[src/hdl/cdfp_pkg.sv]
`timescale 1ns / 1ps
`default_nettype none

package cdfp_pkg;

    // Field and value geometry.
    localparam int VALUE_W     = 48;
    localparam int FRAC_BITS   = 16;
    localparam int FRAC_W      = FRAC_BITS + 4;
    localparam int FRAC_SUM_W  = FRAC_W + 1;
    localparam int WHOLE_W     = VALUE_W - FRAC_BITS;
    localparam int MAG_W       = VALUE_W + 1;
    localparam int FIELD_CHARS = 10;
    localparam int CC_W        = 4;
    localparam int MAX_FIELDS  = 8;
    localparam int FIELD_W     = 3;
    localparam int FPR_W       = 4;
    localparam int MAX_RECORDS = 1024;
    localparam int REC_W       = $clog2(MAX_RECORDS);
    localparam int FRAC_DIGITS_MAX = 14;
    localparam int FD_W        = 4;
    localparam int WEIGHT_W    = 17;
    localparam int BYTE_W      = 8;

    // Configuration port.
    localparam int CFG_IDX_W  = 4;
    localparam int CFG_DATA_W = 8;
    localparam logic [CFG_IDX_W-1:0] REG_FIELDS_PER_RECORD = CFG_IDX_W'(0);
    localparam logic [CFG_IDX_W-1:0] REG_INTEGER_FIELD_MASK = CFG_IDX_W'(1);
    localparam logic [FPR_W-1:0] FPR_RESET = FPR_W'(2);
    localparam logic [MAX_FIELDS-1:0] INT_MASK_RESET = '0;

    // Saturation limits.
    localparam logic [WHOLE_W-1:0] WHOLE_CAP = WHOLE_W'(1) << (WHOLE_W - 1);
    localparam logic [MAG_W-1:0] POS_MAX = (MAG_W'(1) << (VALUE_W - 1)) - MAG_W'(1);
    localparam logic [MAG_W-1:0] NEG_MAX = MAG_W'(1) << (VALUE_W - 1);

    // Character codes.
    localparam logic [BYTE_W-1:0] CH_COMMA = 8'h2C;
    localparam logic [BYTE_W-1:0] CH_SEMI  = 8'h3B;
    localparam logic [BYTE_W-1:0] CH_SLASH = 8'h2F;
    localparam logic [BYTE_W-1:0] CH_CR    = 8'h0D;
    localparam logic [BYTE_W-1:0] CH_LF    = 8'h0A;
    localparam logic [BYTE_W-1:0] CH_MINUS = 8'h2D;
    localparam logic [BYTE_W-1:0] CH_DOT   = 8'h2E;
    localparam logic [BYTE_W-1:0] CH_ZERO  = 8'd48;
    localparam logic [BYTE_W-1:0] CH_NINE  = 8'd57;

    typedef enum logic [1:0] {
        MODE_SCAN     = 2'd0,
        MODE_DROP_ONE = 2'd1,
        MODE_COMMENT  = 2'd2,
        MODE_DONE     = 2'd3
    } t_scan_mode;

    // Weight of fraction digit n: 10^-n in unsigned Q0.20, rounded to nearest.
    // Digits from the seventh on carry no weight at this precision.
    function automatic logic [WEIGHT_W-1:0] frac_weight(input logic [FD_W-1:0] n);
        logic [WEIGHT_W-1:0] w;
        unique case (n)
            4'd1:    w = 17'd104858;
            4'd2:    w = 17'd10486;
            4'd3:    w = 17'd1049;
            4'd4:    w = 17'd105;
            4'd5:    w = 17'd10;
            4'd6:    w = 17'd1;
            default: w = '0;
        endcase
        return w;
    endfunction

endpackage

`default_nettype wire

[src/hdl/cdfp_if.sv]
`timescale 1ns / 1ps
`default_nettype none

// Byte stream into the parser.
interface cdfp_in_if import cdfp_pkg::*; ();
    logic                valid;
    logic                ready;
    logic [BYTE_W-1:0]   in_byte;
    logic                new_file;

    modport source (output valid, output in_byte, output new_file, input ready);
    modport sink   (input valid, input in_byte, input new_file, output ready);
endinterface

// Parsed field values out of the parser.
interface cdfp_out_if import cdfp_pkg::*; ();
    logic                       valid;
    logic                       ready;
    logic signed [VALUE_W-1:0]  field_value;
    logic [FIELD_W-1:0]         field_number;
    logic [REC_W-1:0]           record_number;
    logic                       record_done;
    logic                       data_done;
    logic                       field_overflow;

    modport source (output valid, output field_value, output field_number,
                    output record_number, output record_done, output data_done,
                    output field_overflow, input ready);
    modport sink   (input valid, input field_value, input field_number,
                    input record_number, input record_done, input data_done,
                    input field_overflow, output ready);
endinterface

// Register write channel.
interface cdfp_cfg_if import cdfp_pkg::*; ();
    logic                  valid;
    logic                  ready;
    logic [CFG_IDX_W-1:0]  reg_index;
    logic [CFG_DATA_W-1:0] reg_data;

    modport source (output valid, output reg_index, output reg_data, input ready);
    modport sink   (input valid, input reg_index, input reg_data, output ready);
endinterface

`default_nettype wire

[src/hdl/csv_decimal_field_parser_core.sv]
`timescale 1ns / 1ps
`default_nettype none

// CSV decimal field parser.
// The byte channel takes one ASCII character per transfer, with new_file set on
// the first byte of a file to restart record and field counting. Each completed
// field leaves on the field channel as a signed Q.16 value with its field and
// record position, end-of-record and end-of-data flags and an overflow flag.
// The register channel is always ready; index 0 sets fields per record and
// index 1 the integer field mask. Write it only while the parser is idle.
// Throughput is one byte per cycle while the receiver takes results. A byte
// is held in an input register, and a single combinational pass (a multiply
// by ten on the whole part, a table-weighted digit add, and the 48-bit
// combine and saturation) updates the parser state and loads the result
// register when that register is free; field values are presented from it.
// When the receiver stalls, the result register holds, the input register
// fills, and the byte channel deasserts ready until the result is taken.
// Reset clears all parser state, empties both registers and restores the
// registers to two fields per record and no integer fields.
module csv_decimal_field_parser_core
    import cdfp_pkg::*;
(
    input  wire          i_clk,
    input  wire          i_rst_n,
    cdfp_in_if.sink      i_byte_if,
    cdfp_cfg_if.sink     i_cfg_if,
    cdfp_out_if.source   o_field_if
);

    // Configuration registers.
    logic [FPR_W-1:0]      r_fields_per_record;
    logic [MAX_FIELDS-1:0] r_int_mask;

    // Input register.
    logic              r_in_valid;
    logic [BYTE_W-1:0] r_in_byte;
    logic              r_in_new_file;

    // Parser state.
    t_scan_mode             r_mode, n_mode;
    logic [FIELD_W-1:0]     r_field, n_field;
    logic [REC_W-1:0]       r_record, n_record;
    logic [CC_W-1:0]        r_char_count, n_char_count;
    logic                   r_neg, n_neg;
    logic                   r_dot, n_dot;
    logic [WHOLE_W-1:0]     r_whole, n_whole;
    logic [FRAC_SUM_W-1:0]  r_frac, n_frac;
    logic [FD_W-1:0]        r_frac_digits, n_frac_digits;
    logic                   r_ovf, n_ovf;

    // Result register.
    logic                       r_out_valid;
    logic signed [VALUE_W-1:0]  r_out_value;
    logic [FIELD_W-1:0]         r_out_field;
    logic [REC_W-1:0]           r_out_record;
    logic                       r_out_rec_done;
    logic                       r_out_data_done;
    logic                       r_out_ovf;

    // Per-step signals.
    logic                       advance;
    logic                       step;
    t_scan_mode                 eff_mode;
    logic [FIELD_W-1:0]         eff_field;
    logic [REC_W-1:0]           eff_record;
    logic [CC_W-1:0]            eff_char_count;
    logic                       eff_neg;
    logic                       eff_dot;
    logic [WHOLE_W-1:0]         eff_whole;
    logic [FRAC_SUM_W-1:0]      eff_frac;
    logic [FD_W-1:0]            eff_frac_digits;
    logic                       eff_ovf;
    logic [FPR_W-1:0]           fpr_eff;
    logic                       last_field;
    logic                       is_int;
    logic                       is_digit;
    logic [3:0]                 digit;
    logic                       comma_term;
    logic                       line_term;
    logic                       emit;
    logic [WHOLE_W+3:0]         whole_x10;
    logic                       whole_sat;
    logic [WHOLE_W-1:0]         whole_push;
    logic [FD_W-1:0]            frac_index;
    logic [FRAC_SUM_W-1:0]      frac_add;
    logic [FRAC_SUM_W:0]        frac_round;
    logic [MAG_W-1:0]           mag;
    logic [MAG_W-1:0]           mag_sat;
    logic                       neg_out;
    logic                       sat_ovf;
    logic [VALUE_W-1:0]         value_out;

    // Handshakes: a byte moves into the processing pass when the result
    // register is empty or is being taken in this cycle.
    assign advance          = !r_out_valid || o_field_if.ready;
    assign step             = r_in_valid && advance;
    assign i_byte_if.ready  = !r_in_valid || advance;
    assign i_cfg_if.ready   = 1'b1;

    // Configuration register writes.
    always_ff @(posedge i_clk) begin
        if (!i_rst_n) begin
            r_fields_per_record <= FPR_RESET;
            r_int_mask          <= INT_MASK_RESET;
        end else if (i_cfg_if.valid) begin
            if (i_cfg_if.reg_index == REG_FIELDS_PER_RECORD) begin
                r_fields_per_record <= i_cfg_if.reg_data[FPR_W-1:0];
            end else if (i_cfg_if.reg_index == REG_INTEGER_FIELD_MASK) begin
                r_int_mask <= i_cfg_if.reg_data[MAX_FIELDS-1:0];
            end
        end
    end

    // Input register.
    always_ff @(posedge i_clk) begin
        if (!i_rst_n) begin
            r_in_valid <= 1'b0;
        end else if (i_byte_if.valid && i_byte_if.ready) begin
            r_in_valid <= 1'b1;
        end else if (advance) begin
            r_in_valid <= 1'b0;
        end
    end

    always_ff @(posedge i_clk) begin
        if (i_byte_if.valid && i_byte_if.ready) begin
            r_in_byte     <= i_byte_if.in_byte;
            r_in_new_file <= i_byte_if.new_file;
        end
    end

    // A new file clears the parser state before its first byte is handled.
    always_comb begin
        if (r_in_new_file) begin
            eff_mode        = MODE_SCAN;
            eff_field       = '0;
            eff_record      = '0;
            eff_char_count  = '0;
            eff_neg         = 1'b0;
            eff_dot         = 1'b0;
            eff_whole       = '0;
            eff_frac        = '0;
            eff_frac_digits = '0;
            eff_ovf         = 1'b0;
        end else begin
            eff_mode        = r_mode;
            eff_field       = r_field;
            eff_record      = r_record;
            eff_char_count  = r_char_count;
            eff_neg         = r_neg;
            eff_dot         = r_dot;
            eff_whole       = r_whole;
            eff_frac        = r_frac;
            eff_frac_digits = r_frac_digits;
            eff_ovf         = r_ovf;
        end
    end

    // Field position and terminator classification.
    always_comb begin
        if (r_fields_per_record == '0) begin
            fpr_eff = FPR_W'(1);
        end else if (r_fields_per_record > FPR_W'(MAX_FIELDS)) begin
            fpr_eff = FPR_W'(MAX_FIELDS);
        end else begin
            fpr_eff = r_fields_per_record;
        end
    end

    assign last_field = ({1'b0, eff_field} + FPR_W'(1)) >= fpr_eff;
    assign is_int     = r_int_mask[eff_field];
    assign is_digit   = (r_in_byte >= CH_ZERO) && (r_in_byte <= CH_NINE);
    assign digit      = is_digit ? 4'(r_in_byte - CH_ZERO) : 4'd0;
    assign comma_term = !last_field && (r_in_byte == CH_COMMA);
    assign line_term  = last_field && ((r_in_byte == CH_CR) || (r_in_byte == CH_SEMI) ||
                                       (r_in_byte == CH_SLASH));
    assign emit       = (eff_mode == MODE_SCAN) && (comma_term || line_term);

    // Whole part: shift in one decimal digit, saturating at the cap.
    assign whole_x10  = {eff_whole, 3'b000} + {2'b00, eff_whole, 1'b0} + (WHOLE_W+4)'(digit);
    assign whole_sat  = whole_x10 > (WHOLE_W+4)'(WHOLE_CAP);
    assign whole_push = whole_sat ? WHOLE_CAP : whole_x10[WHOLE_W-1:0];

    // Fraction part: add the digit times its place weight.
    assign frac_index = eff_frac_digits + FD_W'(1);
    assign frac_add   = eff_frac + FRAC_SUM_W'(digit * frac_weight(frac_index));

    // Scan mode sequencing.
    always_comb begin
        n_mode = eff_mode;
        unique case (eff_mode)
            MODE_SCAN: begin
                if (line_term) begin
                    if (r_in_byte == CH_SEMI) begin
                        n_mode = MODE_DONE;
                    end else if (r_in_byte == CH_SLASH) begin
                        n_mode = MODE_COMMENT;
                    end else begin
                        n_mode = MODE_DROP_ONE;
                    end
                end
            end
            MODE_DROP_ONE: begin
                n_mode = MODE_SCAN;
            end
            MODE_COMMENT: begin
                if (r_in_byte == CH_LF) begin
                    n_mode = MODE_SCAN;
                end
            end
            MODE_DONE: begin
                n_mode = MODE_DONE;
            end
        endcase
    end

    // Field accumulation and position counters.
    always_comb begin
        n_field       = eff_field;
        n_record      = eff_record;
        n_char_count  = eff_char_count;
        n_neg         = eff_neg;
        n_dot         = eff_dot;
        n_whole       = eff_whole;
        n_frac        = eff_frac;
        n_frac_digits = eff_frac_digits;
        n_ovf         = eff_ovf;
        if (eff_mode == MODE_SCAN) begin
            if (comma_term || line_term) begin
                n_field       = comma_term ? eff_field + FIELD_W'(1) : '0;
                n_record      = line_term ? eff_record + REC_W'(1) : eff_record;
                n_char_count  = '0;
                n_neg         = 1'b0;
                n_dot         = 1'b0;
                n_whole       = '0;
                n_frac        = '0;
                n_frac_digits = '0;
                n_ovf         = 1'b0;
            end else if (eff_char_count >= CC_W'(FIELD_CHARS)) begin
                // Field is full: the character is dropped.
                n_ovf = 1'b1;
            end else begin
                n_char_count = eff_char_count + CC_W'(1);
                if (is_int) begin
                    n_whole = whole_push;
                    n_ovf   = eff_ovf || whole_sat;
                end else if ((eff_char_count == '0) && (r_in_byte == CH_MINUS)) begin
                    n_neg = 1'b1;
                end else if (!eff_dot) begin
                    if (r_in_byte == CH_DOT) begin
                        n_dot = 1'b1;
                    end else begin
                        n_whole = whole_push;
                        n_ovf   = eff_ovf || whole_sat;
                    end
                end else if (is_digit && (eff_frac_digits < FD_W'(FRAC_DIGITS_MAX))) begin
                    n_frac_digits = frac_index;
                    n_frac        = frac_add;
                end
            end
        end
    end

    // Result value: combine, saturate and apply the sign.
    assign frac_round = is_int ? '0 : ({1'b0, eff_frac} + (FRAC_SUM_W+1)'(8));
    assign mag        = {1'b0, eff_whole, {FRAC_BITS{1'b0}}} + MAG_W'(frac_round >> 4);
    assign neg_out    = eff_neg && !is_int;

    always_comb begin
        if (neg_out) begin
            sat_ovf = mag > NEG_MAX;
            mag_sat = sat_ovf ? NEG_MAX : mag;
            value_out = VALUE_W'(MAG_W'(0) - mag_sat);
        end else begin
            sat_ovf = mag > POS_MAX;
            mag_sat = sat_ovf ? POS_MAX : mag;
            value_out = mag_sat[VALUE_W-1:0];
        end
    end

    // Parser state registers.
    always_ff @(posedge i_clk) begin
        if (!i_rst_n) begin
            r_mode        <= MODE_SCAN;
            r_field       <= '0;
            r_record      <= '0;
            r_char_count  <= '0;
            r_neg         <= 1'b0;
            r_dot         <= 1'b0;
            r_whole       <= '0;
            r_frac        <= '0;
            r_frac_digits <= '0;
            r_ovf         <= 1'b0;
        end else if (step) begin
            r_mode        <= n_mode;
            r_field       <= n_field;
            r_record      <= n_record;
            r_char_count  <= n_char_count;
            r_neg         <= n_neg;
            r_dot         <= n_dot;
            r_whole       <= n_whole;
            r_frac        <= n_frac;
            r_frac_digits <= n_frac_digits;
            r_ovf         <= n_ovf;
        end
    end

    // Result register.
    always_ff @(posedge i_clk) begin
        if (!i_rst_n) begin
            r_out_valid <= 1'b0;
        end else if (advance) begin
            r_out_valid <= r_in_valid && emit;
        end
    end

    always_ff @(posedge i_clk) begin
        if (step && emit) begin
            r_out_value     <= value_out;
            r_out_field     <= eff_field;
            r_out_record    <= eff_record;
            r_out_rec_done  <= line_term;
            r_out_data_done <= line_term && (r_in_byte == CH_SEMI);
            r_out_ovf       <= eff_ovf || sat_ovf;
        end
    end

    assign o_field_if.valid          = r_out_valid;
    assign o_field_if.field_value    = r_out_value;
    assign o_field_if.field_number   = r_out_field;
    assign o_field_if.record_number  = r_out_record;
    assign o_field_if.record_done    = r_out_rec_done;
    assign o_field_if.data_done      = r_out_data_done;
    assign o_field_if.field_overflow = r_out_ovf;

    // End of data always closes a record.
    a_done_ends_record: assert property (@(posedge i_clk) disable iff (!i_rst_n)
        r_out_valid && r_out_data_done |-> r_out_rec_done)
        else $error("end of data flagged on a field that does not end its record");

    // After end of data nothing is emitted until a new file starts.
    a_quiet_after_done: assert property (@(posedge i_clk) disable iff (!i_rst_n)
        r_in_valid && !r_in_new_file && (r_mode == MODE_DONE) |-> !emit)
        else $error("field emitted after end of data");

    // The character count never passes the field capacity.
    a_char_capacity: assert property (@(posedge i_clk) disable iff (!i_rst_n)
        r_char_count <= CC_W'(FIELD_CHARS))
        else $error("character count beyond field capacity");

    // A full input register behind a stalled result blocks new bytes.
    a_stall_blocks: assert property (@(posedge i_clk) disable iff (!i_rst_n)
        r_in_valid && r_out_valid && !o_field_if.ready |-> !i_byte_if.ready)
        else $error("byte accepted while the pipeline is stalled");

endmodule

`default_nettype wire
[src/flat_wrapper.sv]
// flat-port wrapper written by rule: the top's interface ports become plain ports
module csv_decimal_field_parser_core_flat import cdfp_pkg::*;
  (i_clk, i_rst_n, i_byte_if_valid, i_byte_if_in_byte, i_byte_if_new_file, i_byte_if_ready, i_cfg_if_valid, i_cfg_if_reg_index, i_cfg_if_reg_data, i_cfg_if_ready, o_field_if_valid, o_field_if_field_value, o_field_if_field_number, o_field_if_record_number, o_field_if_record_done, o_field_if_data_done, o_field_if_field_overflow, o_field_if_ready);
  cdfp_in_if i_byte_if_i ();
  cdfp_cfg_if i_cfg_if_i ();
  cdfp_out_if o_field_if_i ();
  input  wire i_clk;
  input  wire i_rst_n;
  input wire logic [$bits(i_byte_if_i.valid)-1:0] i_byte_if_valid;
  input wire logic [$bits(i_byte_if_i.in_byte)-1:0] i_byte_if_in_byte;
  input wire logic [$bits(i_byte_if_i.new_file)-1:0] i_byte_if_new_file;
  output wire logic [$bits(i_byte_if_i.ready)-1:0] i_byte_if_ready;
  input wire logic [$bits(i_cfg_if_i.valid)-1:0] i_cfg_if_valid;
  input wire logic [$bits(i_cfg_if_i.reg_index)-1:0] i_cfg_if_reg_index;
  input wire logic [$bits(i_cfg_if_i.reg_data)-1:0] i_cfg_if_reg_data;
  output wire logic [$bits(i_cfg_if_i.ready)-1:0] i_cfg_if_ready;
  output wire logic [$bits(o_field_if_i.valid)-1:0] o_field_if_valid;
  output wire logic [$bits(o_field_if_i.field_value)-1:0] o_field_if_field_value;
  output wire logic [$bits(o_field_if_i.field_number)-1:0] o_field_if_field_number;
  output wire logic [$bits(o_field_if_i.record_number)-1:0] o_field_if_record_number;
  output wire logic [$bits(o_field_if_i.record_done)-1:0] o_field_if_record_done;
  output wire logic [$bits(o_field_if_i.data_done)-1:0] o_field_if_data_done;
  output wire logic [$bits(o_field_if_i.field_overflow)-1:0] o_field_if_field_overflow;
  input wire logic [$bits(o_field_if_i.ready)-1:0] o_field_if_ready;
  assign i_byte_if_i.valid = i_byte_if_valid;
  assign i_byte_if_i.in_byte = i_byte_if_in_byte;
  assign i_byte_if_i.new_file = i_byte_if_new_file;
  assign i_byte_if_ready = i_byte_if_i.ready;
  assign i_cfg_if_i.valid = i_cfg_if_valid;
  assign i_cfg_if_i.reg_index = i_cfg_if_reg_index;
  assign i_cfg_if_i.reg_data = i_cfg_if_reg_data;
  assign i_cfg_if_ready = i_cfg_if_i.ready;
  assign o_field_if_valid = o_field_if_i.valid;
  assign o_field_if_field_value = o_field_if_i.field_value;
  assign o_field_if_field_number = o_field_if_i.field_number;
  assign o_field_if_record_number = o_field_if_i.record_number;
  assign o_field_if_record_done = o_field_if_i.record_done;
  assign o_field_if_data_done = o_field_if_i.data_done;
  assign o_field_if_field_overflow = o_field_if_i.field_overflow;
  assign o_field_if_i.ready = o_field_if_ready;
  csv_decimal_field_parser_core u_core (.i_clk(i_clk), .i_rst_n(i_rst_n), .i_byte_if(i_byte_if_i), .i_cfg_if(i_cfg_if_i), .o_field_if(o_field_if_i));
endmodule
[config.mk]
export PLATFORM = sky130hd
export DESIGN_NAME = csv_decimal_field_parser_core_flat
export DESIGN_NICKNAME = d
export VERILOG_FILES = /design/src/hdl/cdfp_pkg.sv /design/src/hdl/cdfp_if.sv /design/src/hdl/csv_decimal_field_parser_core.sv /design/src/flat_wrapper.sv
export SDC_FILE = /design/constraint.sdc
export NUM_CORES = 1
export LEC_CHECK = 0
export BUFFER_PORTS_ARGS = -buffer_cell sky130_fd_sc_hd__buf_4
export CAP_MARGIN = 10
export CORE_MARGIN = 5
export CORE_UTILIZATION = 35
export DETAILED_ROUTE_END_ITERATION = 7
export SLEW_MARGIN = 20
export SYNTH_ARGS = -nofsm -noshare
export SYNTH_HDL_FRONTEND = slang
export SYNTH_SLANG_ARGS = --single-unit
[constraint.sdc]
create_clock -name i_clk -period 10.65 [get_ports i_clk]
set_input_delay 0.5325 -clock i_clk [delete_from_list [all_inputs] [get_ports i_clk]]
set_output_delay 0.5325 -clock i_clk [all_outputs]
set_load 0.03 [all_outputs]
==> flow_summary.ini, run 1 <==
[clocking]
cts.repair.resized = 0
cts.clk_slew.worst_paths_ns = 0.07
cts_setup_buffers = 0
cts_tree = yes
clk_latency_ns = 0.45
cts.sinks = 166
htree_levels = 4
numCtsBuffers = 17
cts_root_buf = clkbuf_16
hold_buffers = 0
clock_path_buffers = 2

[cells_and_area]
fillers = 4491
antenna_cells = 0
nNetsFinal = 2162
finish.utilization_pct = 39.3
postLayoutCellArea_mm2 = 0.0173
area_growth_pct = 11.8
drive_above_1_share_pct = 8.74

[critical_path]
crit_start = u_core.r_in_new_file
critical_path_arrival_ns = 9.05
worst_setup_path_start_kind = flop
crit_fanout = 39
crit_type = reg -> reg
required_ns = 10.82
reg2reg_from = u_core.r_in_new_file
critPathCaptureType = flop

[drt]
drt-initial-drc-count = 1264
vias_per_cell = 5.60
routedWlPerCell_um = 17.9
first_pass_iters = 6
antenna_left = 0
drt-total-wl_mm = 46.3
drc = 0
vias = 14500

[sta]
final-hold-violation-count = 0
rsz0062_at_grt = no
clock-skew-final_ns = 0.0130
slew_viol_final = 0
relSlewSlack_pct = 31.1
fin_crit_ns = 8.88
worst_pin_slew_ns = 1.03
setup_viol = 0
fin_setup_tns_ns = 0
max_freq_mhz = 113
min_period_over_period_pct = 83.4
hold-worst-slack_ns = 0.251
worst_slack_ns = 1.77

[placed_design]
pre_cts_slack_ns = 1.94
port_buffers = 91
dpl_cell_area_mm2 = 0.0167
dp_hpwl_mm = 36.4
place.gp.congestion = 0.942

[grt]
grt_pass1_vias = 13500
track_usage_pct = 18.7
grt_antenna_before_repair = 0
grt_pass1_wl_mm = 73.5
grt_max_degree = 65
grt_overflow_total = 0

[floorplanning]
dieArea_mm2 = 0.0484
rows = 77
die_h_um = 220
die_x_um = 220
io_pins = 93
initial_core_util_pct = 35.2
core_area_mm2 = 0.0439

[yosys]
netlist_top_cells_area = edfxtp_1, dfxtp_1, ha_1
synthDominantCellAreaShare_pct = 14.2
netlist_instances = 1936
yosysTopAreaCell = edfxtp_1
synth_common_cells = nor2_1, nand2_1, inv_1
synth-edff-count = 73
synth_cell_types = 87
synth.most_common_cell = nor2_1
ys_warn_count = 0
async_flop_share_pct = 0
synthFlopType = dfxtp_1
synth_area_mm2 = 0.0154
avgSynthCellArea_um2 = 7.98
seq_area_frac_synth_pct = 26.2
synth_seq_cells = 166
syn-num-nets = 2120

[pwr]
power_density_mw_per_mm2 = 81.9
ir_drop_mv = 0.0775
p_leak_uw = 0.00719

[min_path]
hp-start = i_byte_if_in_byte[3]
hold_class = in -> reg

[outcome]
status = complete, no violations

[run]
maxCapViolations = 0
## where the power goes
group	leakage [uW]	switching [uW]	total (uW)	internal (uW)
combinational	0.00560	76.5	113	37.0
sequential	0.00130	6.04	672	666
clock	0.000281	277	629	352
## worst paths after layout
kind,end,slack (ns),depth (start not counted)
hold / removal,u_core.r_in_byte[3],0.25,1
setup / recovery,u_core.o_field_if.field_value[38],1.77,27
hold reg to reg,u_core.r_whole[1],0.45,2
setup reg to reg,u_core.o_field_if.field_value[38],1.77,27
## layer usage
| layer | track usage [%] | up-vias | part of all wire [%] |
|---|---|---|---|
| li1 | - | 7113 | - |
| met1 | 27.6 | 6819 | 48 |
| met2 | 28.1 | 467 | 43 |
| met3 | 2.14 | 72 | 6.0 |
| met4 | 6.82 | 0 | 2.9 |
| met5 | 0 | - | 0 |
## cell type report
cell class                      instances  area (um^2)  area share (%)
Multi-Input combinational cell       1534        10500            60.9
Sequential cell                       166         4050            23.5
Timing Repair Buffer                  107          803            4.65
Tap cell                              592          741            4.29
Inverter                              152          571            3.30
Clock buffer                           19          433            2.51
Clock inverter                         13          160           0.927
## through the flow
step                      cells  total power (uW)
after global placement     2551               796
after CTS                  2583              1430
after floorplan            1936               761
after global routing       2583              1460
after detailed placement   2551               798
final                      2583              1410
## flip-flops by register name, summed over array words and instances, names as in the netlist
name,count
u_core.r_fields_per_record,4
u_core.o_field_if.valid,1
u_core.r_neg,1
u_core.r_ovf,1
u_core.o_field_if.field_number,3
u_core.r_frac,21
u_core.r_in_new_file,1
u_core.o_field_if.data_done,1
u_core.r_frac_digits,4
u_core.r_record,10
u_core.r_dot,1
u_core.o_field_if.record_done,1
u_core.r_in_byte,8
u_core.r_field,3
u_core.o_field_if.field_value,48
u_core.r_int_mask,8
u_core.o_field_if.field_overflow,1
u_core.r_mode,2
u_core.r_whole,32
u_core.r_char_count,4
u_core.r_in_valid,1
u_core.o_field_if.record_number,10
## placed cells by master, fill, tap and decap left out, types with 25 or more instances in the layout
cell type / netlist / layout
nor2_1: 204 / 202
nand2_1: 183 / 183
inv_1: 151 / 149
a21oi_1: 122 / 122
ha_1: 115 / 115
buf_4: 1 / 107
o21ai_0: 106 / 106
dfxtp_1: 93 / 93
edfxtp_1: 73 / 73
xnor2_1: 56 / 56
nand3_1: 55 / 55
nor2b_1: 53 / 53
nor3_1: 48 / 48
fa_1: 43 / 43
xor2_1: 39 / 39
or3_1: 30 / 30
nand4_1: 28 / 28
a22oi_1: 26 / 26
a21o_1: 25 / 25
## critical path, stage by stage, from the launching register on
cell      delay (ns)
edfxtp_1        0.36
buf_4           0.26
clkinv_1        0.14
nand2_1         0.11
inv_1           0.08
ha_1            0.18
nand3_1         0.21
nor2_1          0.33
nand3_1         0.23
nor4_1          0.55
fa_1            0.43
nand4_1         0.29
or3_1           0.43
nor4_1          0.61
nor3_1          0.11
a311oi_1        0.60
nor4_2          0.19
a41oi_1         0.22
buf_4           0.29
nor2_1          0.09
nand2_1         0.13
ha_1            0.52
inv_1           0.22
o22ai_1         0.44
nand4b_1        0.53
and2_0          0.44
o41ai_1         0.41
a221oi_1        0.14
## kinds of logic (layout without fill, tap and decap cells)
logic type | Yosys count | count (layout) | share of synthesized area [%]
and+or+nand+nor | 755 | 755 | 24.3
AOI/OAI and AO/OA | 495 | 495 | 21.2
buffers and inverters | 236 | 291 | 5.86
DFF | 166 | 166 | 26.2
adders and majority gates | 158 | 158 | 14.9
xor gates and xnor gates | 95 | 95 | 5.39
muxes | 30 | 30 | 2.07
other | 1 | 1 | 0.0243
(Power assumes the default switching activity.)
==> run 2: changes to the inputs <==
clock period = 7.4 ns   (was 10.65 ns; I/O delays follow)
==> run 2 against run 1 <==
Compared with the run above:
- die area is the same
- non-clock buffer count grew 20
- critical path depth grew 1
- combinational power grew 50%
- worst hold slack lost 0.16 ns
- worst setup slack lost 1.4 ns
- sequential share of layout area shrank 0.32 points
- register-to-register slack lost 1.4 ns
- flip-flop and latch count is the same
- cell area grew 1.4%
- clock skew grew 0.0029 ns
==> flow_summary.ini, run 2 (same netlist as run 1, synthesis figures left out) <==
[sta]
worst_pin_slew_ns = 0.963
fin_crit_ns = 7.03
min_period_over_period_pct = 95.0
rsz0062_at_grt = no
relSlewSlack_pct = 35.6
clock-skew-final_ns = 0.0159
final-hold-violation-count = 0
max_freq_mhz = 142
slew_viol_final = 0
hold-worst-slack_ns = 0.0923
setup_viol = 0
fin_setup_tns_ns = 0

[placed_design]
dpl_cell_area_mm2 = 0.0169
dp_hpwl_mm = 37.2
port_buffers = 91
dp.cells = 2571
place.gp.congestion = 0.952

[grt]
grt_overflow_total = 0
grt_max_degree = 58
grt_antenna_before_repair = 1
grt_pass1_vias = 13600
track_usage_pct = 19.0
grt_pass1_wl_mm = 74.5

[drt]
vias = 14700
drt-total-wl_mm = 47.2
routedWlPerCell_um = 18.1
drt-initial-drc-count = 1262
vias_per_cell = 5.64
first_pass_iters = 5
drc = 0
antenna_left = 0

[cells_and_area]
drive_above_1_share_pct = 10.1
largest_reg_flops = 48
antenna_cells = 0
postLayoutCellArea_mm2 = 0.0175
layout.cells.non_filler = 2603
multi_input_area_mm2 = 0.0106
regArea_mm2 = 0.00405
final_cell_mix = nor2_1, nand2_1, inv_1
final_common_cell = nor2_1
area_growth_pct = 13.3
nNetsFinal = 2182
fillers = 4539

[floorplanning]
die_x_um = 220
dieArea_mm2 = 0.0484
rows = 77
die_h_um = 220
io_pins = 93
initial_core_util_pct = 35.2
core_area_mm2 = 0.0439

[clocking]
htree_levels = 4
cts.repair.resized = 0
hold_buffers = 0
clk_latency_ns = 0.45
clock_path_buffers = 2
cts_root_buf = clkbuf_16
cts.clk_slew.worst_paths_ns = 0.08
cts_tree = yes
numCtsBuffers = 17
cts.sinks = 166
cts_setup_buffers = 0

[critical_path]
required_ns = 7.74
critPathCaptureType = flop
crit_type = reg -> reg
worst_setup_path_start_kind = flop
worst_path_most_repeated_cell = inv_1
critical_path_arrival_ns = 7.37
cp_slowest_cell = fa_1
max_stage_delay_ns = 0.54
ff2ff_setup_slack_ns = 0.37
crit_fanout = 22

[outcome]
status = complete, no violations

[min_path]
hold_class = in -> reg

[pwr]
power_density_mw_per_mm2 = 118
p_leak_uw = 0.00733
p_total_uw = 2070
ir_drop_mv = 0.172

[run]
maxCapViolations = 0
## run 2: final cells by class
type,instances,area share [%]
clock buffers,20,2.79
clock inverters,12,0.722
inverters,152,3.26
multi-input cells,1534,60.3
flip-flops and latches,166,23.2
well taps,592,4.23
repair buffers,127,5.52
## run 2: final timing paths
check	to	depth (start not counted)	from
max	u_core.r_frac[20]	28	u_core.r_in_new_file
min	u_core.r_in_byte[6]	1	i_byte_if_in_byte[6]
max reg2reg	u_core.r_frac[20]	28	u_core.r_in_new_file
min reg2reg	u_core.r_whole[1]	2	u_core.r_whole[1]
## run 2: metal layers
| layer | GRT usage [%] | wire length (um) | up-vias | share of wire (%) |
|---|---|---|---|---|
| met5 | 0 | 0 | - | 0 |
| met4 | 4.78 | 837 | 0 | 1.8 |
| met2 | 29.0 | 20800 | 470 | 44 |
| met3 | 2.71 | 2790 | 60 | 5.9 |
| li1 | - | - | 7157 | - |
| met1 | 28.2 | 22800 | 6981 | 48 |
## run 2: power breakdown
group	total [uW]	switching [uW]	leakage (uW)	internal (uW)
Sequential	967	8.84	0.00130	958
Combinational	170	112	0.00572	58.2
Clock	935	412	0.000303	523
## run 2: worst max-delay path: cells and delay by family, from the launching register on
kind            cells  cell delay (ns)
compound gates     10             2.28
fa+ha+maj           5             2.10
buf+inv             7             0.85
simple gates        3             0.62
flops               1             0.41
xor+xnor            2             0.40
mux                 1             0.23
## run 2: stage by stage
stage               setup slack [ns]  utilization (%)
floorplan                     0.0892                -
global placement               0.493             38.3
detailed placement             0.296             38.4
CTS                            0.264             39.8
global route                 0.00332             39.8
finish                         0.372             39.8
